===== config.mk =====
export PLATFORM = sky130hd
export DESIGN_NAME = gccd_cell
export DESIGN_NICKNAME = d
export VERILOG_FILES = /design/src/rtl/gccd_pkg.sv /design/src/rtl/gccd_cell.sv
export SDC_FILE = /design/constraint.sdc
export NUM_CORES = 1
export LEC_CHECK = 0
export BUFFER_PORTS_ARGS = -buffer_cell sky130_fd_sc_hd__buf_2
export CAP_MARGIN = 10
export CORE_MARGIN = 2
export CORE_UTILIZATION = 55
export CTS_CLUSTER_DIAMETER = 150
export DETAILED_ROUTE_END_ITERATION = 16
export PLACE_DENSITY = 0.74
export SLEW_MARGIN = 20
export SYNTH_ARGS = -nofsm -noshare
export SYNTH_HDL_FRONTEND = slang
export SYNTH_SLANG_ARGS = --single-unit

===== constraint.sdc =====
create_clock -name clk -period 8.8 [get_ports clk]
set_input_delay 0.44 -clock clk [delete_from_list [all_inputs] [get_ports clk]]
set_output_delay 0.44 -clock clk [all_outputs]
set_load 0.05 [all_outputs]

===== src/rtl/gccd_pkg.sv =====
// Shared types and constants for the greedy coin change dispenser.
// Holds transaction structs, function codes and chain link types.
// No dependencies; imported by gccd_cell and the core top level.
`default_nettype none

package gccd_pkg;

  localparam int NUM_SLOTS   = 8;
  localparam int COUNT_BITS  = 16;
  localparam int MAX_RESULTS = 8;

  localparam int FUNC_W   = 2;
  localparam int IDX_W    = 3;
  localparam int VAL_W    = 16;
  localparam int QTY_W    = 16;
  localparam int AMT_W    = 20;
  localparam int USED_W   = 16;

  localparam int TAKE_W   = (COUNT_BITS < AMT_W) ? COUNT_BITS : AMT_W;
  localparam int CMP_W    = (COUNT_BITS > AMT_W) ? COUNT_BITS : AMT_W;
  localparam int PROD_W   = COUNT_BITS + VAL_W;
  localparam int STEP_W   = $clog2(AMT_W);

  typedef enum logic [FUNC_W-1:0] {
    FUNC_LOAD  = 2'd0,
    FUNC_QUERY = 2'd1,
    FUNC_TEST  = 2'd2,
    FUNC_MAKE  = 2'd3
  } func_t;

  typedef struct packed {
    func_t             func;
    logic [IDX_W-1:0]  slot_index;
    logic [VAL_W-1:0]  denom;
    logic [QTY_W-1:0]  quantity;
    logic [AMT_W-1:0]  amount_cents;
  } req_t;

  typedef struct packed {
    logic              ok;
    logic [VAL_W-1:0]  paid_value;
    logic [USED_W-1:0] num_coins;
    logic              last;
  } rsp_t;

  typedef struct packed {
    logic              go;
    logic              tok;
    logic [AMT_W-1:0]  rem;
  } link_t;

  typedef struct packed {
    logic [VAL_W-1:0]      wr_value;
    logic [COUNT_BITS-1:0] wr_count;
    logic [VAL_W-1:0]      qval;
    logic                  ack;
  } ctl_t;

  typedef struct packed {
    logic              valid;
    logic [VAL_W-1:0]  value;
    logic [USED_W-1:0] used;
    logic              last;
  } offer_t;

endpackage

`default_nettype wire


===== src/rtl/gccd_cell.sv =====
// One coin slot of the dispenser chain: value, count, coins taken.
// Runs a bit-serial quotient on the amount handed down from above.
// Depends on gccd_pkg.
`default_nettype none

module gccd_cell (
  input  wire logic            clk,
  input  wire logic            rst,
  input  wire logic            wr,
  input  wire gccd_pkg::ctl_t  ctl,
  input  wire gccd_pkg::link_t link_in,
  output gccd_pkg::link_t      link_out,
  input  wire logic            nz_in,
  output logic                 nz_out,
  output logic                 taking,
  output logic                 hit,
  output gccd_pkg::offer_t     offer
);
  import gccd_pkg::*;

  typedef enum logic [1:0] {
    C_IDLE,
    C_DIV,
    C_FIX,
    C_OFFER
  } cstate_t;

  cstate_t                 st;
  logic [VAL_W-1:0]        value;
  logic [COUNT_BITS-1:0]   count;
  logic [TAKE_W-1:0]       take;
  logic [AMT_W-1:0]        rem_hold;
  logic [AMT_W-1:0]        dq;
  logic [VAL_W-1:0]        pr;
  logic [STEP_W-1:0]       step;
  logic [PROD_W-1:0]       prod;
  logic                    go_o;
  logic                    tok_o;
  logic [AMT_W-1:0]        rem_o;

  logic [VAL_W:0]          trial;
  logic                    ge;
  logic                    capped;

  always_comb begin
    trial  = {pr, dq[AMT_W-1]};
    ge     = trial >= {1'b0, value};
    capped = CMP_W'(dq) > CMP_W'(count);
  end

  assign link_out = '{go: go_o, tok: tok_o, rem: rem_o};
  assign taking   = take != '0;
  assign nz_out   = nz_in | taking;
  assign hit      = (value == ctl.qval) && (ctl.qval != '0);

  always_comb begin
    offer       = '0;
    offer.valid = st == C_OFFER;
    if (st == C_OFFER) begin
      offer.value = value;
      offer.used  = USED_W'(take);
      offer.last  = !nz_in;
    end
  end

  always_ff @(posedge clk) begin
    prod <= PROD_W'(count) * PROD_W'(value);
    if (rst) begin
      st    <= C_IDLE;
      value <= '0;
      count <= '0;
      take  <= '0;
      go_o  <= 1'b0;
      tok_o <= 1'b0;
    end else begin
      go_o  <= 1'b0;
      tok_o <= 1'b0;
      if (wr) begin
        value <= ctl.wr_value;
        count <= ctl.wr_count;
      end
      case (st)
        C_IDLE: begin
          if (link_in.go) begin
            rem_hold <= link_in.rem;
            dq       <= link_in.rem;
            pr       <= '0;
            step     <= '0;
            if (value == '0 || link_in.rem < AMT_W'(value)) begin
              take  <= '0;
              go_o  <= 1'b1;
              rem_o <= link_in.rem;
            end else begin
              st <= C_DIV;
            end
          end else if (link_in.tok) begin
            if (take == '0) begin
              tok_o <= 1'b1;
            end else begin
              st <= C_OFFER;
            end
          end
        end
        C_DIV: begin
          pr   <= ge ? VAL_W'(trial - {1'b0, value}) : VAL_W'(trial);
          dq   <= {dq[AMT_W-2:0], ge};
          step <= step + 1'b1;
          if (step == STEP_W'(AMT_W - 1)) begin
            st <= C_FIX;
          end
        end
        C_FIX: begin
          if (capped) begin
            take  <= TAKE_W'(count);
            rem_o <= rem_hold - AMT_W'(prod);
          end else begin
            take  <= TAKE_W'(dq);
            rem_o <= AMT_W'(pr);
          end
          go_o <= 1'b1;
          st   <= C_IDLE;
        end
        C_OFFER: begin
          if (ctl.ack) begin
            count <= count - COUNT_BITS'(take);
            tok_o <= 1'b1;
            st    <= C_IDLE;
          end
        end
        default: begin
          st <= C_IDLE;
        end
      endcase
    end
  end

endmodule

`default_nettype wire


==> metrics.md <==
| Metric | Value |
|---|---|
| Status | finished clean |
| Clock sinks | 153 |
| Die height | 170.4 um |
| Slew of the pin with the lowest slew margin | 1.060 ns |
| Global Route Usage Sum | 29.37% |
| Core Rows | 60 |
| Sequential share of the synthesized area | 25.45% |
| Post-DP HPWL | 32560 um |
| Largest net degree at the start of global routing | 49 |
| Req. time, crit path | 9.10 ns |
| Vias in the first global route | 12020 |
| TritonCTS buffer count | 17 |
| Drt total wl | 41820 um |
| Worst Reg-to-Reg Cells | 19 |
| Commonest non-fill, non-tap cell in the layout | inv_1 |
| Final period utilization | 72.93% |
| Max-slew violations | 0 |
| Most common cell on crit path | fa_1 |
| YS warnings | 0 |
| Clock Latency Late Sink | 0.44 ns |
| CP Class | reg -> reg |
| CTS tree | done |
| Most frequent cells in the layout | inv_1 (240), nor2_1 (157), nand2_1 (145) |
| Met3 global-route usage | 6.907% |
| Post-synthesis to final-layout area growth | 9.987% |
| Max Root-Sink Buffers | 2 |
| Via-per-instance ratio | 5.775 |
| Main flop type after synthesis | edfxtp_1 |
| Clock network power share | 20.9% |
| Mapped cell area | 15220 sq um |
| Fin Clk Skew | 0.01371 ns |
| Worst Setup Start Kind | register |
| DIE WIDTH | 170.4 um |
| CP top delay family | adder cells |
| Pint | 1.919 mW |
| Relative slew slack | 29.31% |
| Initial drt markers | 1024 |
| Worst Path Max Fanout | 14 |
| Levels on crit path | 19 |
| Pleak | 7.420 nW |
| Layout cell share with drive strength beyond 1 | 12.18% |
| Met1 Use GR | 38.77% |
| FMAX | 155.8 MHz |
| PwrDens | 197.0 nW/um^2 |
| Hold/Removal Path Class | in -> reg |
| Drt wl/cell | 19.64 um |
| Clk root buf | clkbuf_16 |
| Ports | 134 |
| Reg power frac | 31.6% |
| Number of synthesized register bits | 153 |
| Comb power frac | 47.4% |
| Placement Cell Area | 16180 sq um |
| Post-route design area | 16740 sq um |
| Layout fillers | 2252 |
| DRC | 0 |
| WP buf/inv | 3 |
| Gr ovfl total | 0 |
| Crit path arrival time | 6.72 ns |
| Sw Pwr | 1.378 mW |
| Period minus WS final | 6.418 ns |
| Mapped Cells | 1652 |
| Area occupied by multi-input gates | 10170 sq um |
| First-pass GRT wire length | 64730 um |
| Iteration count of the initial detailed-routing pass | 5 |
| CP max stage cell | dfxtp_1 |
| Via count | 12300 |
| DIE AREA | 29020 sq um |
| Busiest grt layer | met2 |
| Initial Utilization | 56.17% |
| Met2 Use GR | 46.32% |
| Largest stage delay, worst path | 0.75 ns |
| Post-CTS setup repair buffer count | 0 |
| EDFF count, synth | 81 |
| Inserted Diodes | 0 |
| Core area | 27100 sq um |
| Peak supply drop | 0.2553 mV |
| Register area | 3874 sq um |
| Initial antenna violation count | 1 |
| Max-cap violations | 0 |
| Hold_buf cts | 0 |
| Hold depth | 1 |
| Power, Total | 3.297 mW |
| Post-cts resize count | 0 |
| RSZ-0062 raised after global routing | false |
| PortBufs | 133 |
| Nets@finish | 2096 |
| CP cell instances | clkinv_1 -> nor2_1 -> fa_1 -> fa_1 -> ha_1 -> fa_1 -> inv_1 -> fa_1 -> fa_1 -> inv_1 -> ha_1 -> nand3_1 -> o2111ai_1 -> and3_1 -> o21a_1 -> o21a_1 -> or4_4 -> a311o_1 -> xnor2_1 |
| Ys async rst share | 0% |
| Switch share | 41.79% |
| Endpoints failing setup | 0 |
| Final ANT Viol Nets | 0 |
| CTS clock-pin slew for the worst setup and hold paths | 0.07 ns |
| Mean area per synthesized cell | 9.214 sq um |
| Syn_nets | 2004 |
| H-tree depth | 4 |
| Final Hold Fails | 0 |
| Gp weighted congestion | 0.9645 |
| Count of cell types in the netlist | 80 |
| TNS Setup | 0 ns |
| Worst setup EP type | register |
## sequential cells by signal (all words and copies together), names as in the netlist
register,cells
value,16
pr,16
dq,20
count,16
take,16
st,2
prod,20
tok_o,1
rem_o,20
step,5
go_o,1
rem_hold,20
## metrics by stage
step | instances | util [%] | hold WS (ns) | setup WS (ns)
6_report | 2129 | 61.78 | 0.2236 | 2.382
5_1_grt | 2129 | 61.78 | 0.2178 | 2.018
4_1_cts | 2129 | 61.69 | 0.2147 | 2.456
3_5_place_dp | 2097 | 59.69 | 0.4936 | 2.460
3_3_place_gp | 2097 | 59.69 | 0.4892 | 2.609
2_1_floorplan | 1652 | - | 0.4677 | 2.977
## final cells by class
| type | instances | share of cell area, % |
|---|---|---|
| Clock buffer | 18 | 2.563 |
| Clock inverter | 14 | 0.6801 |
| Inverter | 248 | 5.560 |
| Multi-Input combinational cell | 1179 | 60.77 |
| Sequential cell | 153 | 23.14 |
| Tap cell | 372 | 2.780 |
| Timing Repair Buffer | 145 | 4.514 |
## synthesized netlist by cell type, drive strengths merged, types with 23 or more instances
cell,n,area (sq um)
o21ai,34,173.9
inv,241,904.6
edfxtp,81,2432
nor2,160,603.1
xor2,40,350.3
dfxtp,72,1441
xnor2,53,464.2
mux2i,69,690.7
fa,134,2683
and2,50,312.8
a21oi,65,329.1
nor3,23,115.1
ha,143,1789
clkbuf,58,217.7
nor2b,28,182.7
nand2,145,544.3
## logic make-up (layout without fill, tap and decap cells)
family          Yosys count  count (layout)  share of synthesized area, %
xor+xnor                 93              93                         5.351
simple gates            483             483                         14.75
flops                   153             153                         25.45
buf+inv                 320             425                         8.006
compound gates          238             238                         11.13
mux                      88              88                         5.943
fa+ha+maj               277             277                         29.38
## power groups by stage
stage | logic [mW] | clock network, mW | registers (mW)
finish | 1.56 | 0.691 | 1.04
global route | 1.73 | 0.729 | 1.05
CTS | 1.55 | 0.698 | 1.04
detailed placement | 1.54 | 0 | 1.06
global placement | 1.50 | 0 | 1.05
floorplan | 1.19 | 0 | 1.01
## per-layer routing
layer  part of all wire [%]  up-vias
met2                     45      580
met5                      0        -
li1                       -     5706
met1                     42     5908
met4                    4.2        0
met3                    9.3      101
## final timing paths
| check | start | to | slack (ns) |
|---|---|---|---|
| max | value[2]$_SDFFE_PP0P_ | prod[19]$_DFF_P_ | 2.38 |
| min | link_in[16] | rem_hold[16]$_DFFE_PP_ | 0.22 |
| max reg2reg | value[2]$_SDFFE_PP0P_ | prod[19]$_DFF_P_ | 2.38 |
| min reg2reg | take[2]$_SDFFE_PP0P_ | take[2]$_SDFFE_PP0P_ | 0.51 |
(Power assumes the default switching activity.)
